### src/sv/cpet_pkg.sv
// Shared types and constants for the collision pair event tracker.
// No dependencies; used by the core, the overlap unit and the checker.
package cpet_pkg;

  // Default table depth and collider id width
  localparam int PAIR_ENTRIES_DEF = 64;
  localparam int ID_BITS_DEF      = 16;

  // Fixed field widths (fixed point, 8 fraction bits)
  localparam int COORD_W = 24;            // signed center coordinate
  localparam int SIZE_W  = 23;            // unsigned full size
  localparam int DIFF_W  = COORD_W + 1;   // exact center difference
  localparam int SUM_W   = SIZE_W + 1;    // exact size sum
  localparam int CMP_W   = DIFF_W + 2;    // doubled difference with headroom

  // Contact event codes
  typedef enum logic [1:0] {
    EV_NONE  = 2'd0,
    EV_ENTER = 2'd1,
    EV_STAY  = 2'd2,
    EV_EXIT  = 2'd3
  } ev_t;

endpackage

### src/sv/cpet_overlap.sv
// Axis-aligned box overlap test: registered differences and sums, then compare.
// Depends on cpet_pkg for the coordinate widths.
module cpet_overlap (
  input  logic                                 clk,
  input  logic                                 load,
  input  logic signed [cpet_pkg::COORD_W-1:0]  first_x,
  input  logic signed [cpet_pkg::COORD_W-1:0]  first_y,
  input  logic        [cpet_pkg::SIZE_W-1:0]   first_w,
  input  logic        [cpet_pkg::SIZE_W-1:0]   first_h,
  input  logic signed [cpet_pkg::COORD_W-1:0]  second_x,
  input  logic signed [cpet_pkg::COORD_W-1:0]  second_y,
  input  logic        [cpet_pkg::SIZE_W-1:0]   second_w,
  input  logic        [cpet_pkg::SIZE_W-1:0]   second_h,
  output logic                                 overlap
);

  logic signed [cpet_pkg::DIFF_W-1:0] dx_r;
  logic signed [cpet_pkg::DIFF_W-1:0] dy_r;
  logic        [cpet_pkg::SUM_W-1:0]  sw_r;
  logic        [cpet_pkg::SUM_W-1:0]  sh_r;

  // 2*|d| < s  <=>  2*d < s and -2*d < s; both compares run side by side
  function automatic logic axis_hit(input logic signed [cpet_pkg::DIFF_W-1:0] d,
                                    input logic        [cpet_pkg::SUM_W-1:0]  s);
    logic signed [cpet_pkg::CMP_W-1:0] d2;
    logic signed [cpet_pkg::CMP_W-1:0] sc;
    d2 = cpet_pkg::CMP_W'(d) <<< 1;
    sc = signed'(cpet_pkg::CMP_W'(s));
    return (d2 < sc) && ((-d2) < sc);
  endfunction

  // Exact differences and sums, captured with the beat
  always_ff @(posedge clk) begin
    if (load) begin
      dx_r <= cpet_pkg::DIFF_W'(first_x) - cpet_pkg::DIFF_W'(second_x);
      dy_r <= cpet_pkg::DIFF_W'(first_y) - cpet_pkg::DIFF_W'(second_y);
      sw_r <= cpet_pkg::SUM_W'(first_w) + cpet_pkg::SUM_W'(second_w);
      sh_r <= cpet_pkg::SUM_W'(first_h) + cpet_pkg::SUM_W'(second_h);
    end
  end

  assign overlap = axis_hit(dx_r, sw_r) && axis_hit(dy_r, sh_r);

endmodule

### src/sv/collision_pair_event_tracker_core.sv
// Collision pair event tracker: pair table memory, search sequencer, result register.
// Depends on cpet_pkg and cpet_overlap.
//
// Each input beat either checks an ordered collider pair or clears the pair
// table, and gives exactly one result beat. A check searches the table one
// entry per cycle through the single read port of the pair memory, stopping at
// the matching entry or at the last stored pair: an item passes PREP, SCAN
// (skipped on an empty table) and FIN before the next accept; a clear goes
// straight to FIN. The table has no clearing pass: a fill count marks the live
// entries, so reset and clear take effect at once. An unseen pair is appended
// while room is left; otherwise table_full is set in its result. The result
// register frees the input side as soon as the result is written into it.
module collision_pair_event_tracker_core #(
  parameter int PAIR_ENTRIES = cpet_pkg::PAIR_ENTRIES_DEF,
  parameter int ID_BITS      = cpet_pkg::ID_BITS_DEF
) (
  input  logic                                clk,
  input  logic                                rst_n,
  // request channel
  input  logic                                in_valid,
  output logic                                in_ready,
  input  logic                                in_req_type,
  input  logic        [ID_BITS-1:0]           in_first_id,
  input  logic        [ID_BITS-1:0]           in_second_id,
  input  logic signed [cpet_pkg::COORD_W-1:0] in_first_x,
  input  logic signed [cpet_pkg::COORD_W-1:0] in_first_y,
  input  logic        [cpet_pkg::SIZE_W-1:0]  in_first_w,
  input  logic        [cpet_pkg::SIZE_W-1:0]  in_first_h,
  input  logic signed [cpet_pkg::COORD_W-1:0] in_second_x,
  input  logic signed [cpet_pkg::COORD_W-1:0] in_second_y,
  input  logic        [cpet_pkg::SIZE_W-1:0]  in_second_w,
  input  logic        [cpet_pkg::SIZE_W-1:0]  in_second_h,
  // result channel
  output logic                                out_valid,
  input  logic                                out_ready,
  output logic        [1:0]                   out_contact_event,
  output logic                                out_overlapping,
  output logic                                out_table_full
);

  localparam int KW = 2 * ID_BITS;                  // pair key width
  localparam int AW = $clog2(PAIR_ENTRIES);         // table index width
  localparam int CW = $clog2(PAIR_ENTRIES + 1);     // fill count width

  typedef enum logic [3:0] {
    ST_IDLE = 4'b0001,
    ST_PREP = 4'b0010,
    ST_SCAN = 4'b0100,
    ST_FIN  = 4'b1000
  } state_t;

  state_t         state_r, state_nxt;

  // pair table: {touching, key}
  logic [KW:0]    pair_mem [PAIR_ENTRIES];
  logic [KW:0]    rd_data_r;
  logic [AW-1:0]  rd_addr;
  logic           mem_we;
  logic [AW-1:0]  mem_waddr;

  logic [CW-1:0]  used_r;
  logic [AW-1:0]  scan_idx_r;
  logic           clr_r;
  logic [KW-1:0]  key_r;
  logic           hit_r;
  logic [AW-1:0]  slot_r;
  logic           prev_r;

  logic           out_valid_r;
  cpet_pkg::ev_t  out_event_r;
  logic           out_ovl_r;
  logic           out_full_r;

  logic           in_acc;
  logic           out_free;
  logic           fin_done;
  logic           key_match;
  logic           scan_last;
  logic           room;
  logic           ovl;
  cpet_pkg::ev_t  ev;

  // Box test unit, loaded with the accepted beat
  cpet_overlap u_ovl (
    .clk      (clk),
    .load     (in_acc),
    .first_x  (in_first_x),
    .first_y  (in_first_y),
    .first_w  (in_first_w),
    .first_h  (in_first_h),
    .second_x (in_second_x),
    .second_y (in_second_y),
    .second_w (in_second_w),
    .second_h (in_second_h),
    .overlap  (ovl)
  );

  // Handshake and search status
  assign in_ready  = (state_r == ST_IDLE);
  assign in_acc    = in_valid && in_ready;
  assign out_free  = !out_valid_r || out_ready;
  assign fin_done  = (state_r == ST_FIN) && out_free;
  assign key_match = (rd_data_r[KW-1:0] == key_r);
  assign scan_last = ((CW'(scan_idx_r) + CW'(1)) == used_r);
  assign room      = (used_r < CW'(PAIR_ENTRIES));

  // Read address runs one ahead of the compared entry
  assign rd_addr   = (state_r == ST_SCAN) ? (scan_idx_r + AW'(1)) : '0;

  // Writes happen only in FIN
  assign mem_we    = fin_done && !clr_r && (hit_r || room);
  assign mem_waddr = hit_r ? slot_r : used_r[AW-1:0];

  always_ff @(posedge clk) begin
    if (mem_we) begin
      pair_mem[mem_waddr] <= {ovl, key_r};
    end
    rd_data_r <= pair_mem[rd_addr];
  end

  // Event from previous touching flag and current overlap
  always_comb begin
    if (ovl) begin
      ev = (hit_r && prev_r) ? cpet_pkg::EV_STAY : cpet_pkg::EV_ENTER;
    end else begin
      ev = (hit_r && prev_r) ? cpet_pkg::EV_EXIT : cpet_pkg::EV_NONE;
    end
  end

  // Sequencer
  always_comb begin
    state_nxt = state_r;
    case (state_r)
      ST_IDLE: begin
        if (in_acc) begin
          state_nxt = in_req_type ? ST_FIN : ST_PREP;
        end
      end
      ST_PREP: begin
        state_nxt = (used_r == '0) ? ST_FIN : ST_SCAN;
      end
      ST_SCAN: begin
        if (key_match || scan_last) begin
          state_nxt = ST_FIN;
        end
      end
      ST_FIN: begin
        if (out_free) begin
          state_nxt = ST_IDLE;
        end
      end
      default: state_nxt = ST_IDLE;
    endcase
  end

  // Control state
  always_ff @(posedge clk) begin
    if (!rst_n) begin
      state_r     <= ST_IDLE;
      used_r      <= '0;
      out_valid_r <= 1'b0;
    end else begin
      state_r <= state_nxt;
      if (fin_done) begin
        out_valid_r <= 1'b1;
      end else if (out_ready) begin
        out_valid_r <= 1'b0;
      end
      if (fin_done) begin
        if (clr_r) begin
          used_r <= '0;
        end else if (!hit_r && room) begin
          used_r <= used_r + CW'(1);
        end
      end
    end
  end

  // Request and search payload
  always_ff @(posedge clk) begin
    if (in_acc) begin
      clr_r <= in_req_type;
      key_r <= {in_first_id, in_second_id};
    end
    if (state_r == ST_PREP) begin
      scan_idx_r <= '0;
      hit_r      <= 1'b0;
      prev_r     <= 1'b0;
    end
    if (state_r == ST_SCAN) begin
      scan_idx_r <= scan_idx_r + AW'(1);
      if (key_match) begin
        hit_r  <= 1'b1;
        slot_r <= scan_idx_r;
        prev_r <= rd_data_r[KW];
      end
    end
  end

  // Result register
  always_ff @(posedge clk) begin
    if (fin_done) begin
      if (clr_r) begin
        out_event_r <= cpet_pkg::EV_NONE;
        out_ovl_r   <= 1'b0;
        out_full_r  <= 1'b0;
      end else begin
        out_event_r <= ev;
        out_ovl_r   <= ovl;
        out_full_r  <= !hit_r && !room;
      end
    end
  end

  assign out_valid         = out_valid_r;
  assign out_contact_event = out_event_r;
  assign out_overlapping   = out_ovl_r;
  assign out_table_full    = out_full_r;

endmodule

### config.mk
export PLATFORM = sky130hd
export DESIGN_NAME = collision_pair_event_tracker_core
export DESIGN_NICKNAME = d
export VERILOG_FILES = /design/src/sv/cpet_pkg.sv /design/src/sv/cpet_overlap.sv /design/src/sv/collision_pair_event_tracker_core.sv
export SDC_FILE = /design/constraint.sdc
export NUM_CORES = 2
export LEC_CHECK = 0
export BUFFER_PORTS_ARGS = -buffer_cell sky130_fd_sc_hd__buf_2
export CAP_MARGIN = 25
export CORE_MARGIN = 2
export CORE_UTILIZATION = 40
export DETAILED_ROUTE_END_ITERATION = 12
export GPL_TIMING_DRIVEN = 1
export HOLD_SLACK_MARGIN = 0.08
export RECOVER_POWER = 25
export SLEW_MARGIN = 20
export SYNTH_ARGS = -nofsm -noshare
export SYNTH_HDL_FRONTEND = slang
export SYNTH_SLANG_ARGS = --single-unit
### constraint.sdc
create_clock -name clk -period 7 [get_ports clk]
set_clock_uncertainty 0.2 [all_clocks]
set_input_delay 1.4 -clock clk [delete_from_list [all_inputs] [get_ports clk]]
set_output_delay 1.4 -clock clk [all_outputs]
set_load 0.1 [all_outputs]
==> report_table.html <==
<table>
<tr><th>Metric</th><th>Value</th></tr>
<tr><th colspan="2">Synth</th></tr>
<tr><td>Number of unique standard cell types used by synthesis</td><td>85</td></tr>
<tr><td>Synthesized Nets</td><td>6801</td></tr>
<tr><td>Average size of a mapped cell</td><td>~15 µm²</td></tr>
<tr><td>Number of enable flip-flop cells after synthesis</td><td>~2300</td></tr>
<tr><td>Synth cell count leaders</td><td>sky130_fd_sc_hd__edfxtp_1 (2259), sky130_fd_sc_hd__nand2_1 (1390), sky130_fd_sc_hd__a311oi_1 (362)</td></tr>
<tr><td>Dominant cell by count in the synthesized netlist</td><td>sky130_fd_sc_hd__edfxtp_1</td></tr>
<tr><td>Synth area leaders</td><td>sky130_fd_sc_hd__edfxtp_1 (71%), sky130_fd_sc_hd__mux4_2 (6.2%), sky130_fd_sc_hd__nand2_1 (5.4%), sky130_fd_sc_hd__a311oi_1 (3.3%), sky130_fd_sc_hd__ha_1 (2.5%)</td></tr>
<tr><td>Most used DFF post-synth</td><td>sky130_fd_sc_hd__edfxtp_1</td></tr>
<tr><td>Top-area cell type share of the netlist area</td><td>roughly 71%</td></tr>
<tr><td>Library cell with the largest summed area after synthesis</td><td>sky130_fd_sc_hd__edfxtp_1</td></tr>
<tr><td>Async set-reset flop share out of synthesis</td><td>0%</td></tr>
<tr><td>Area of the mapped netlist</td><td>between 90000 and 100000 µm²</td></tr>
<tr><td>Post-synthesis cell count</td><td>between 6000 and 7000</td></tr>
<tr><td>Number of storage elements in the synthesis netlist</td><td>about 2300</td></tr>
<tr><td>Yosys warnings</td><td>0</td></tr>
<tr><td>Part of the Yosys area used for sequential elements</td><td>a little under three quarters</td></tr>
<tr><th colspan="2">Outcome</th></tr>
<tr><td>Result of the run</td><td>finished with violations</td></tr>
<tr><td>Violated checks</td><td>capacitance limit, slew limit</td></tr>
<tr><th colspan="2">Setup path</th></tr>
<tr><td>Max stage delay cell, worst path</td><td>sky130_fd_sc_hd__clkbuf_1</td></tr>
<tr><td>Critical path launch point type</td><td>flop</td></tr>
<tr><td>Slack of the worst reg-to-reg path</td><td>1.30 ns</td></tr>
<tr><td>Buffers and inverters on the worst path</td><td>2</td></tr>
<tr><td>Max Fanout on Critical Path</td><td>65</td></tr>
<tr><td>Reg-to-reg critical path startpoint</td><td>key_r[30]$_DFFE_PP_</td></tr>
<tr><td>Path depth of the worst reg2reg path</td><td>7</td></tr>
<tr><td>Cell family with most CP delay</td><td>buffers and inverters</td></tr>
<tr><td>Reg-to-Reg End</td><td>slot_r[1]$_DFFE_PP_</td></tr>
<tr><td>Class of the most critical setup path</td><td>reg -&gt; reg</td></tr>
<tr><td>Worst path max stage delay</td><td>2.22 ns</td></tr>
<tr><td>Crit path from</td><td>key_r[30]$_DFFE_PP_</td></tr>
<tr><td>Data arrival time of the critical path</td><td>between 6 and 7 ns</td></tr>
<tr><td>Critical Path, Cell by Cell</td><td>clkbuf_1 -&gt; xor2_1 -&gt; nor4_1 -&gt; nand4_1 -&gt; nor2_1 -&gt; nand2_1 -&gt; inv_1</td></tr>
<tr><td>Critical Path Sink Type</td><td>flop</td></tr>
<tr><td>CP required</td><td>around 7.4 ns</td></tr>
<tr><th colspan="2">Timing</th></tr>
<tr><td>Final-report max-slew violation count</td><td>between 1000 and 1500</td></tr>
<tr><td>Share of the clock period used by the worst path</td><td>between 80% and 90%</td></tr>
<tr><td>Crit path time final</td><td>about 5.7 ns</td></tr>
<tr><td>Final TNS setup</td><td>0 ns</td></tr>
<tr><td>Relative slew slack</td><td>-133%</td></tr>
<tr><td>Setup repair after global routing missed its margin</td><td>no</td></tr>
<tr><td>Max frequency</td><td>175 MHz</td></tr>
<tr><td>Final hold vios</td><td>0</td></tr>
<tr><td>Count of final setup violators</td><td>0</td></tr>
<tr><td>Tightest Pin Transition</td><td>3.50 ns</td></tr>
<tr><td>Worst Slack Setup Final</td><td>~1.3 ns</td></tr>
<tr><th colspan="2">Clock tree</th></tr>
<tr><td>CTS tree</td><td>built</td></tr>
<tr><td># H-tree levels</td><td>4</td></tr>
<tr><td>Clock tree sinks</td><td>2306</td></tr>
<tr><td>Latest clock arrival within the worst-skew pair</td><td>between 0.8 and 0.9 ns</td></tr>
<tr><td>Post-CTS repair timing setup buffer count</td><td>0</td></tr>
<tr><td>Reg clk slew, reported paths</td><td>~0.06 ns</td></tr>
<tr><td>Root Driver</td><td>sky130_fd_sc_hd__clkbuf_16</td></tr>
<tr><td>Number of buffers inserted during clock tree synthesis</td><td>226</td></tr>
<tr><td>Deepest clock path buffer count</td><td>3</td></tr>
<tr><td>Count of cells resized by post-cts repair</td><td>0</td></tr>
<tr><td>Hold_buf cts</td><td>0</td></tr>
<tr><th colspan="2">Floorplanning</th></tr>
<tr><td>Number of top-level pins</td><td>approximately 230</td></tr>
<tr><td>Initial core utilization</td><td>between 40% and 50%</td></tr>
<tr><td>FP Rows</td><td>about 180</td></tr>
<tr><td>Floorplan die area</td><td>~240000 µm²</td></tr>
<tr><td>Chip Height</td><td>494 µm</td></tr>
<tr><td>CORE AREA</td><td>~240000 µm²</td></tr>
<tr><td>Die width</td><td>~500 µm</td></tr>
<tr><th colspan="2">Global route</th></tr>
<tr><td>Sum of overflow across all layers after global routing</td><td>0</td></tr>
<tr><td>Wire length of the first global-routing pass</td><td>slightly below 400000 µm</td></tr>
<tr><td>Total GRT Usage</td><td>21.6%</td></tr>
<tr><td>Via count of the first global-routing pass</td><td>57058</td></tr>
<tr><td>Largest net degree at the start of global routing</td><td>roughly 160</td></tr>
<tr><td>Number of antenna violations at the first check in global routing</td><td>18</td></tr>
<tr><th colspan="2">Drt</th></tr>
<tr><td>Via count</td><td>between 50000 and 60000</td></tr>
<tr><td>Average vias per placed instance</td><td>~5.8</td></tr>
<tr><td>Drt drc</td><td>0</td></tr>
<tr><td>Detail Route Antenna Nets</td><td>0</td></tr>
<tr><td>Number of detailed-routing iterations run before antenna repair</td><td>6</td></tr>
<tr><td>Final routed wirelength across all metal layers</td><td>269000 µm</td></tr>
<tr><td>Number of violations reported at the end of detailed-routing iteration 0</td><td>6951</td></tr>
<tr><td>Average wire length per cell after detail routing</td><td>26.7 µm</td></tr>
<tr><th colspan="2">Placement</th></tr>
<tr><td>Number of I/O port buffers</td><td>230</td></tr>
<tr><td>Detailed-placement wirelength estimate</td><td>157000 µm</td></tr>
<tr><td>Weighted congestion at the end of routability-driven global placement</td><td>0.844</td></tr>
<tr><td>Placed Area</td><td>roughly 100000 µm²</td></tr>
<tr><td>Worst setup slack before clock tree synthesis</td><td>around 1.4 ns</td></tr>
<tr><th colspan="2">Min path</th></tr>
<tr><td>Cell depth of the worst min-delay path</td><td>2</td></tr>
<tr><td>Worst Hold Class</td><td>reg -&gt; reg</td></tr>
<tr><td>Min-Delay Endpoint</td><td>prev_r$_DFF_P_</td></tr>
<tr><td>Startpoint of the lowest-slack hold path</td><td>rd_data_r[32]$_DFF_P_</td></tr>
<tr><th colspan="2">Layout</th></tr>
<tr><td>Layout cell share with drive strength beyond 1</td><td>roughly 16%</td></tr>
<tr><td>Cell area after layout</td><td>between 100000 and 150000 µm²</td></tr>
<tr><td>Net total in the final layout</td><td>between 7000 and 8000</td></tr>
<tr><td>Growth of design area from synthesis to finish</td><td>14.4%</td></tr>
<tr><th colspan="2">Pwr</th></tr>
<tr><td>Total power draw</td><td>slightly above 0.03 W</td></tr>
<tr><td>Reported leakage power</td><td>~37 nW</td></tr>
<tr><td>Worst vdd ir</td><td>298 µV</td></tr>
<tr><td>Total power per unit cell area</td><td>between 200 and 300 nW/µm²</td></tr>
<tr><th colspan="2">Flow run</th></tr>
<tr><td>Number of maximum-capacitance violations</td><td>24</td></tr>
</table>
==> cells in the final DEF (no fill, tap or decap), types with 144 or more instances in the layout <==
| master | count |
|---|---|
| sky130_fd_sc_hd__clkbuf_16 | 229 |
| sky130_fd_sc_hd__buf_4 | 144 |
| sky130_fd_sc_hd__buf_2 | 221 |
| sky130_fd_sc_hd__inv_1 | 145 |
| sky130_fd_sc_hd__nand3_1 | 296 |
| sky130_fd_sc_hd__nand2_1 | 1390 |
| sky130_fd_sc_hd__ha_1 | 189 |
| sky130_fd_sc_hd__mux4_2 | 265 |
| sky130_fd_sc_hd__a311oi_1 | 361 |
| sky130_fd_sc_hd__a21oi_1 | 152 |
| sky130_fd_sc_hd__edfxtp_1 | 2259 |
==> state kept, by name, summed over array words and instances, names as in the netlist, 2 cells and up <==
name               flops
pair_mem            2112
rd_data_r             33
key_r                 32
u_ovl.dx_r            25
u_ovl.dy_r            25
u_ovl.sh_r            24
u_ovl.sw_r            24
used_r                 7
scan_idx_r             6
slot_r                 6
state_r                4
out_contact_event      2
==> kinds of logic after synthesis <==
group | Yosys count | share of synthesized area (%)
buffers and inverters | 500 | 2.13
XOR/XNOR | 166 | 1.51
adder cells (fa/ha/maj) | 193 | 2.55
AO/OA/AOI/OAI | 780 | 6.10
multiplexers | 272 | 6.30
AND/OR/NAND/NOR | 2166 | 9.79
flip-flops | 2306 | 71.6
==> power by group <==
| group | internal [W] | leakage [nW] | total, W | switching [W] |
|---|---|---|---|---|
| sequential | 0.0157 | 20.8 | 0.0158 | 0.000150 |
| clock | 0.00706 | 3.64 | 0.0123 | 0.00526 |
| combinational | 0.000577 | 12.6 | 0.00200 | 0.00142 |
==> how the worst max path moves through the flow <==
stage / slack [ns] / endpoint / cells after the start
finish: 1.30 / slot_r[1]$_DFFE_PP_ / 7
global route: 1.09 / slot_r[1]$_DFFE_PP_ / 7
CTS: 1.39 / pair_mem[60][32]$_DFFE_PP_ / 13
detailed placement: 1.41 / pair_mem[61][32]$_DFFE_PP_ / 13
global placement: 1.46 / pair_mem[61][32]$_DFFE_PP_ / 13
floorplan: 1.47 / clr_r$_DFFE_PP_ / 3
==> tightest hold or removal path: cells and delay by family (launching register included) <==
| kind | cells | cell delay (ns) |
|---|---|---|
| flops | 1 | 0.31 |
| simple gates | 2 | 0.08 |
==> stage by stage <==
stage	cells	utilization (%)	hold slack, ns
2_1_floorplan	6383	-	0.192
3_3_place_gp	9627	42.8	0.201
3_5_place_dp	9643	43.0	0.209
4_1_cts	10068	46.1	0.222
5_1_grt	10075	46.1	0.250
6_report	10077	46.1	0.218
==> routing by layer <==
layer,global-route usage (%),share of wire (%)
met1,29.5,41
met2,35.0,48
met3,3.37,8.1
met4,8.05,3.8
met5,0,0.038
==> cell type report <==
type                    count  area, µm²
fillers                 20472     128000
clock buffers             278       5970
multi-input cells        3577      25800
repair buffers            447       3240
clock inverters           147       1550
diodes                      6       15.0
inverters                 149        577
flip-flops and latches   2306      68800
well taps                3167       3960
(Power assumes the default switching activity.)
